<file path="src/rtl/gf2_poly_gcd_assert.svh">
// Assertion macros for the GF(2) polynomial gcd block.
// Depends on nothing; included by modules that assert.
`ifndef GF2_POLY_GCD_ASSERT_SVH
`define GF2_POLY_GCD_ASSERT_SVH
// Implication checked on every clock edge outside reset.
`define GPG_ASSERT_IMP(lbl, clk, rst_n, ante, cons) \
	lbl: assert property (@(posedge clk) disable iff (!rst_n) (ante) |-> (cons)) \
		else $error("assertion failed");
// Next-cycle implication outside reset.
`define GPG_ASSERT_NXT(lbl, clk, rst_n, ante, cons) \
	lbl: assert property (@(posedge clk) disable iff (!rst_n) (ante) |=> (cons)) \
		else $error("assertion failed");
`endif

</file>
<file path="src/rtl/gpg_pkg.sv">
// Shared types for the GF(2) polynomial gcd block.
// No dependencies.
`timescale 1ns / 1ps
package gpg_pkg;
	// Control broadcast from the sequencer to every cell.
	typedef struct packed {
		logic load;  // take the new operands
		logic step;  // apply one reduction step
		logic sub;   // XOR the aligned divisor into the remainder
		logic swap;  // exchange remainder and divisor roles
	} cell_ctl_t;
endpackage

</file>
<file path="src/rtl/gpg_cell.sv">
// One coefficient slice of the gcd datapath: holds a remainder and divisor bit.
// Depends on gpg_pkg.
`timescale 1ns / 1ps
module gpg_cell (
	input  logic             clk,
	input  gpg_pkg::cell_ctl_t ctl,
	input  logic             a_in,
	input  logic             b_in,
	input  logic             b_lo,   // divisor bit from the lower neighbor
	input  logic             b_hi,   // divisor bit from the upper neighbor
	input  logic             shl,    // divisor moves up one place
	input  logic             shr,    // divisor moves down one place
	output logic             a_bit,
	output logic             b_bit
);
	logic a_q, b_q;
	assign a_bit = a_q;
	assign b_bit = b_q;

	// Remainder/divisor update: load, XOR-reduce, swap or shift.
	always_ff @(posedge clk) begin
		if (ctl.load) begin
			a_q <= a_in;
			b_q <= b_in;
		end else if (ctl.step) begin
			if (ctl.swap) begin
				a_q <= b_q;
				b_q <= a_q;
			end else if (ctl.sub) begin
				a_q <= a_q ^ b_q;
			end else if (shl) begin
				b_q <= b_lo;
			end else if (shr) begin
				b_q <= b_hi;
			end
		end
	end
endmodule

</file>
<file path="src/rtl/gf2_poly_gcd.sv">
// Top level of the GF(2) polynomial gcd block: a chain of bit cells + sequencer.
// Depends on gpg_pkg, gpg_cell and gf2_poly_gcd_assert.svh.
//
// channel | signals                        | direction
// in      | in_valid in_ready poly_a poly_b | to block
// out     | out_valid out_ready gcd_poly   | from block
//
// One word at a time. After the load cycle each cycle does one step: shift the
// divisor up under the remainder's top bit, XOR it in, shift it back down by the
// same count, or exchange the pair once the remainder is below the divisor.
// arst_n clears the sequencer; the result holds while out_ready is low.
`timescale 1ns / 1ps
`include "gf2_poly_gcd_assert.svh"
module gf2_poly_gcd #(
	parameter int POLY_BITS = 64
) (
	input  logic        clk,
	input  logic        arst_n,
	input  logic        in_valid,
	output logic        in_ready,
	input  logic [63:0] poly_a,
	input  logic [63:0] poly_b,
	output logic        out_valid,
	input  logic        out_ready,
	output logic [63:0] gcd_poly
);
	localparam int N   = POLY_BITS;
	localparam int SHW = $clog2(N);

	typedef enum logic [1:0] {ST_IDLE, ST_RUN, ST_OUT} state_t;
	state_t state_q;

	logic [N-1:0] a_w, b_w, a_ld, b_ld;
	logic [N-1:0] fa, fb;
	gpg_pkg::cell_ctl_t ctl;
	logic shl, shr;
	logic [63:0] res_q;
	logic [SHW-1:0] sh_q;   // how far the divisor sits above its own place

	assign fa = poly_a[N-1:0];
	assign fb = poly_b[N-1:0];

	// Leading-bit masks: bits at and below the top set bit.
	logic [N-1:0] a_top, b_top;
	always_comb begin
		a_top[N-1] = a_w[N-1];
		b_top[N-1] = b_w[N-1];
		for (int i = N-2; i >= 0; i--) begin
			a_top[i] = a_top[i+1] | a_w[i];
			b_top[i] = b_top[i+1] | b_w[i];
		end
	end

	// Degree compares from the prefix masks.
	logic b_zero, a_lt_b, aligned, b_below;
	assign b_zero  = (b_w == '0);
	assign a_lt_b  = (a_top != b_top) && ((a_top & ~b_top) == '0); // deg a < deg b
	assign aligned = (a_top == b_top);
	assign b_below = !aligned && !a_lt_b;                          // deg b < deg a

	// Sequencer decisions per step.
	always_comb begin
		ctl.load = (state_q == ST_IDLE) && in_valid;
		ctl.step = (state_q == ST_RUN) && !b_zero;
		ctl.swap = 1'b0;
		ctl.sub  = 1'b0;
		shl = 1'b0;
		shr = 1'b0;
		if (aligned)
			ctl.sub = 1'b1;
		else if (b_below)
			shl = 1'b1;
		else if (sh_q != '0)
			shr = 1'b1;
		else
			ctl.swap = 1'b1;
	end
	// The divisor comes back down by exactly the up-shift count, so the
	// exchange always sees it in its own place.

	assign a_ld = fa;
	assign b_ld = fb;

	genvar gi;
	generate
		for (gi = 0; gi < N; gi++) begin : g_cell
			logic lo, hi;
			if (gi == 0) begin : g_lo
				assign lo = 1'b0;
			end else begin : g_lom
				assign lo = b_w[gi-1];
			end
			if (gi == N-1) begin : g_hi
				assign hi = 1'b0;
			end else begin : g_him
				assign hi = b_w[gi+1];
			end
			gpg_cell u_cell (
				.clk  (clk),
				.ctl  (ctl),
				.a_in (a_ld[gi]),
				.b_in (b_ld[gi]),
				.b_lo (lo),
				.b_hi (hi),
				.shl  (shl),
				.shr  (shr),
				.a_bit(a_w[gi]),
				.b_bit(b_w[gi])
			);
		end
	endgenerate

	// Sequencer, shift count and result register.
	always_ff @(posedge clk or negedge arst_n) begin
		if (!arst_n) begin
			state_q <= ST_IDLE;
			sh_q    <= '0;
			res_q   <= '0;
		end else begin
			unique case (state_q)
				ST_IDLE: if (in_valid) begin
					state_q <= ST_RUN;
					sh_q    <= '0;
				end
				ST_RUN: begin
					if (b_zero) begin
						state_q <= ST_OUT;
						res_q   <= 64'(a_w);
					end else if (shl) begin
						sh_q <= sh_q + 1'b1;
					end else if (shr) begin
						sh_q <= sh_q - 1'b1;
					end
				end
				ST_OUT: if (out_ready) state_q <= ST_IDLE;
				default: state_q <= ST_IDLE;
			endcase
		end
	end

	assign in_ready  = (state_q == ST_IDLE);
	assign out_valid = (state_q == ST_OUT);
	assign gcd_poly  = res_q;

	`GPG_ASSERT_IMP(a_run_nz, clk, arst_n, (state_q == ST_RUN) && ctl.swap, a_w != '0 || b_w != '0)
	`GPG_ASSERT_NXT(a_done_out, clk, arst_n, (state_q == ST_RUN) && b_zero, out_valid)
	`GPG_ASSERT_IMP(a_one_op, clk, arst_n, ctl.step, $onehot({ctl.sub, ctl.swap, shl, shr}))
	`GPG_ASSERT_IMP(a_swap_home, clk, arst_n, ctl.step && ctl.swap, sh_q == '0)
endmodule
</file>
<file path="config.mk">
export PLATFORM = sky130hd
export DESIGN_NAME = gf2_poly_gcd
export DESIGN_NICKNAME = d
export VERILOG_FILES = /design/src/rtl/gpg_pkg.sv /design/src/rtl/gpg_cell.sv /design/src/rtl/gf2_poly_gcd.sv
export VERILOG_INCLUDE_DIRS = /design/src /design/src/rtl
export SDC_FILE = /design/constraint.sdc
export NUM_CORES = 1
export LEC_CHECK = 0
export BUFFER_PORTS_ARGS = -buffer_cell sky130_fd_sc_hd__buf_2
export CAP_MARGIN = 40
export CORE_UTILIZATION = 62
export CTS_CLUSTER_SIZE = 16
export DETAILED_ROUTE_END_ITERATION = 8
export PLACE_DENSITY = 0.86
export SKIP_LAST_GASP = 1
export SLEW_MARGIN = 20
export SYNTH_ARGS = -nofsm -noshare
export SYNTH_HDL_FRONTEND = slang
export SYNTH_SLANG_ARGS = --single-unit
</file>
<file path="constraint.sdc">
create_clock -name clk -period 23.4 [get_ports clk]
set_input_delay 5.85 -clock clk [delete_from_list [all_inputs] [get_ports clk]]
set_output_delay 5.85 -clock clk [all_outputs]
set_load 0.03 [all_outputs]
</file>
; After elaboration in Yosys (flattened, before gate mapping)
; Index checks and enable logic that the tools add are counted.
[op_classes]
addsub = 2
eq_ne = 10
muxes = 658
n_bitwise = 192
n_reduce_logical = 20
[op_table]
columns = operator, n
row1 = two-way mux 1 bit, 649
row2 = logical NOT 64 bit, 2
row3 = bitwise OR 1 bit, 126
row4 = bitwise AND 64 bit, 1
row5 = == test 64 bit, 1
row6 = inequality test 64 bit, 1
row7 = NOT 64 bit, 1
row8 = XOR 1 bit, 64
row9 = two-way mux 6 bit, 4
row10 = one-hot mux 6 bit (2 select lines), 1
row11 = adder 6 x 1 -> 6 bit (second input constant), 1
row12 = two-way mux 2 bit, 3
row13 = inequality test 2 bit (second input constant), 3
row14 = one-hot mux 2 bit (3 select lines), 1
row15 = AND reduction 3 bit, 2
row16 = nonzero test 6 bit, 1
row17 = subtractor 6 x 1 -> 6 bit (second input constant), 1
row18 = logical AND 1 bit, 4
row19 = AND reduction 2 bit, 2
row20 = AND reduction 4 bit, 1
row21 = nonzero test 2 bit, 2
row22 = nonzero test 4 bit, 1
row23 = logical NOT 1 bit, 3
row24 = inequality test 3 x 1 -> 1 bit (second input constant), 1
row25 = other kinds (6), 6
[word_totals]
ff_bits = 200
input_bits = 132
out_inout_bits = 66
wordCells = 1013

; Depth between registers and ports, before layout
[depth]
word_depth = 77
depth_mapped = 27
depth_no_buf = 24

; Hierarchy
; A second synthesis with hierarchy kept.
[unflattened]
hier_cells = 1461
area_unflattened_um2 = 14445.1
[by_module_without_submodules]
columns = module, n_inst, cells_each, area_each_um2, seq_area_each_um2
row1 = gpg_cell, 64, 15, 146.4, 60.1
row2 = gf2_poly_gcd, 1, 501, 5076.1, 1801.7

; Least setup slack after synthesis
; Ideal clock, no wire load.
[synth_path]
path_type = input -> register
start = input port in_valid
end = register g_cell[0].u_cell.a_q (enable)
setup_time_ns = 1.045
arrival_ns = 8.170
required_ns = 22.355
path_slack_ns = 14.185
stages = 3
path_buffers = 1
path_cell_list = nand2_1 > clkbuf_1 > o21ai_0
[synth_between]
elab_chain_len = 3
word_cells_on_any_way = 4
classes_between = reduce/logical (4)
[synth_lines]
columns = element, line_no
row1 = "start, declared", gf2_poly_gcd.sv:19  ; input logic in_valid,
row2 = logical AND 1 bit *, gf2_poly_gcd.sv:63  ; ctl.load = (state_q == ST_IDLE) && in_valid;
row3 = nonzero test 3 bit (no source line) or nonzero test 2 bit (tied branches), --
row4 = AND reduction 2 bit (no source line) *, --
row5 = "end signal, assigned", gpg_cell.sv:23  ; a_q <= a_in;
row6 = "end signal, assigned", gpg_cell.sv:27  ; a_q <= b_q;
row7 = "end signal, assigned", gpg_cell.sv:30  ; a_q <= a_q ^ b_q;
row8 = "end, declared", gpg_cell.sv:16  ; logic a_q, b_q;
; Mark *: on every way between the ends. The rest lies on a longest branch, timed or not.
; A chain may end at the register's enable or synchronous reset.

; Worst setup path after layout
[layout_path]
start = input port in_valid
end = register g_cell[14].u_cell.b_q, data pin
[layout_between]
elab_chain_len = 2
[layout_lines]
columns = element, line_no
row1 = logical AND 1 bit, gf2_poly_gcd.sv:63
row2 = two-way mux 1 bit, gpg_cell.sv:22  ; if (ctl.load) begin
row3 = "end signal, assigned", gpg_cell.sv:24  ; b_q <= b_in;
row4 = "end signal, assigned", gpg_cell.sv:28  ; b_q <= a_q;
row5 = "end signal, assigned", gpg_cell.sv:32  ; b_q <= b_lo;
row6 = "end, declared", gpg_cell.sv:16
; Every way passes these cells.

==> impl_results.md <==
- Worst VDD drop: 0.000126 V
- Min-Delay Path Depth: 1
- Final Net Count: 1574
- Clk root buf: clkbuf_16
- Synth Warn #: 0
- Total Routing Usage GR: 0.315
- Yosys reg bits: 200
- Starting density of the core: 0.639
- Max FO, Critical Path: 89
- Crit-path slowest cell: buf_4
- CP Data Arrival Time: 7740 ps
- Register area share after synthesis: 0.451
- Clk buf depth: 2
- Final Hold Fails: 0
- # diodes: 0
- Layout cells sized above 1: 0.217
- Gpl congestion: 0.881
- Max Slew Vio Count: 0
- H-Tree Depth: 4
- Min Tclk post-route: 7540 ps
- CP cell instances: buf_2, and2_4, buf_4, a211oi_1, a21o_1
- DR WL/cell: 19.3 um
- Pre-Repair DR Iteration Count: 8
- PD cells: 149 nW/um2
- Via density per instance: 6.20
- Worst setup EP type: register
- Most common cell after layout, fill and taps aside: buf_2
- Post-cts resize count: 0
- Main synth FF type: edfxtp_1
- Number of distinct library cells after synthesis: 56
- Tightest Pin Transition: 786 ps
- Critical path type: in2reg
- Initial antenna violation count: 2
- DRT antenna net count: 0
- Top cell type's share of synthesized area: 0.307
- Overflow left after global routing: 0
- DRC errors left: 0
- Clk slew on worst S/H paths: 70 ps
- Reg2Reg Depth: 17
- CTS tree: built
- Post-CTS Setup Bufs: 0
- Num rows: 51
- Largest net degree at the start of global routing: 99
- Syn nets: 1416
- P_leak: 6.72 nW
- R2R Setup Slk: 16140 ps
- PortBufs: 197
- Clk_lat worst skew: 450 ps
- Buf+Inv Stages, Crit Path: 2
- Outcome: complete, no violations
- Final setup viols: 0
- Post-synth design cell area: 12500 um2
- Final wirelength: 31800 um
- Mapped Cells: 1217
- Max-capacitance violation count: 0
- EDFF count, synth: 128
- DRT iter0 DRCs: 777
- Total number of vias: 10200
- Top cells by area, synth: edfxtp_1 (31%), dfrtp_1 (14%), ha_1 (6.7%)
- Hold Path Class: reg2reg
- Slowest stage delay, CP: 740 ps
- CP required: 23600 ps
- Vias in the first global route: 10000
- CP Launch Type: input port
- CTS buffer count: 17
- Fin area: 14300 um2
- Cell depth of the worst setup path: 5
- First-pass GRT wire length: 50400 um
- Clock sink count: 200
- Area after DPL: 13700 um2
- DP Wirelength: 22400 um
- Sum Neg Setup Slack: 0 ps
- Unrepaired setup endpoints after global routing: false
- Ys async rst share: 0.360
- Core Region: 19600 um2
- Commonest non-fill, non-tap cells in the layout: buf_2 (196), nand2_1 (155), edfxtp_1 (128)
- Area growth syn-to-layout: 14.4%
- Yosys top cell by area: edfxtp_1
- # hold bufs at CTS: 0
- Final critical-path share of the clock period: 0.322
- Die Y: 144 um
- Synth Area per Inst: 10.3 um2
- Worst clock skew: 11.6 ps
- Fmax: 133 MHz
- Die extent in x: 144 um
- Layout filler cell count: 1378
- Largest delay share family, worst path: buffers and inverters
- Top Ports: 198
- Total die area: 20700 um2
- Max_slew headroom: 0.476
==> report_power, final <==
part / leakage (nW) / switching (mW) / internal (mW)
Clock: 0.280 / 0.136 / 0.161
Sequential: 2.24 / 0.205 / 0.654
Combinational: 4.21 / 0.515 / 0.457
==> per-stage QoR <==
| stage | setup slack, ps | util | instances | power (mW) | hold slack, ps |
|---|---|---|---|---|---|
| final | 15860 | 0.730 | 1653 | 2.13 | 483 |
| after global routing | 15690 | 0.730 | 1653 | 2.25 | 497 |
| after CTS | 15960 | 0.726 | 1649 | 2.10 | 485 |
| after detailed placement | 15490 | 0.697 | 1617 | 1.79 | 469 |
| after global placement | 15570 | 0.694 | 1614 | 1.72 | 462 |
| after floorplan | 14180 | - | 1217 | 1.57 | 446 |
==> state kept, by name (all words and copies together) (netlist names) <==
signal	count
g_cell.u_cell.a_bit	64
gcd_poly	64
g_cell.u_cell.b_bit	64
state_q	2
sh_q	6
==> final timing paths <==
check,startpoint,to
setup / recovery,in_valid,g_cell[14].u_cell.b_bit
hold / removal,gcd_poly[4],gcd_poly[4]
setup reg to reg,g_cell[41].u_cell.a_bit,g_cell[47].u_cell.a_bit
hold reg to reg,gcd_poly[4],gcd_poly[4]
max in group asynchronous,arst_n,gcd_poly[22]
min in group asynchronous,arst_n,gcd_poly[54]
==> cell usage after synthesis (all sizes together), types with 18 or more instances <==
cell type  instances
ha                67
xor2              65
nor3              25
clkbuf            55
nand2            155
inv               29
dfrtp             72
mux2              64
nor4              45
o21ai             67
or3               30
nand4             23
a21o              64
buf               18
a211oi            63
edfxtp           128
mux2i             66
nor2             106
==> cell type report <==
cell class,instances,area [um2],area share
Multi-Input combinational cell,915,6460,0.451
Sequential cell,200,5650,0.395
Timing Repair Buffer,212,1190,0.0833
Clock buffer,21,450,0.0315
Tap cell,265,332,0.0232
Clock inverter,11,121,0.00848
Inverter,29,109,0.00761
==> layer usage <==
layer | track usage | up-vias | share of wire
met5 | 0 | - | 0.0010
li1 | - | 4766 | -
met4 | 0.116 | 4 | 0.028
met1 | 0.414 | 4914 | 0.42
met3 | 0.0573 | 78 | 0.069
met2 | 0.520 | 485 | 0.48
==> cells by family after synthesis <==
logic type / share of synthesized area
simple gates: 0.175
flops: 0.451
compound gates: 0.112
mux: 0.113
buf+inv: 0.0367
fa+ha+maj: 0.0670
xor+xnor: 0.0455
==> worst reg2reg max path, cell delays in order (launching register included) <==
cell,delay (ps)
edfxtp_1,460
or4_1,560
nor4_1,600
nand4_1,330
or3_1,560
nor2_4,220
nand3b_1,150
or3_1,360
ha_1,300
nand4_1,70
nor4_1,370
nand4_1,490
nand3_4,720
buf_4,610
buf_4,690
nand2_1,210
xor2_1,170
o21ai_0,100
Power figures use the tool's default switching activity.
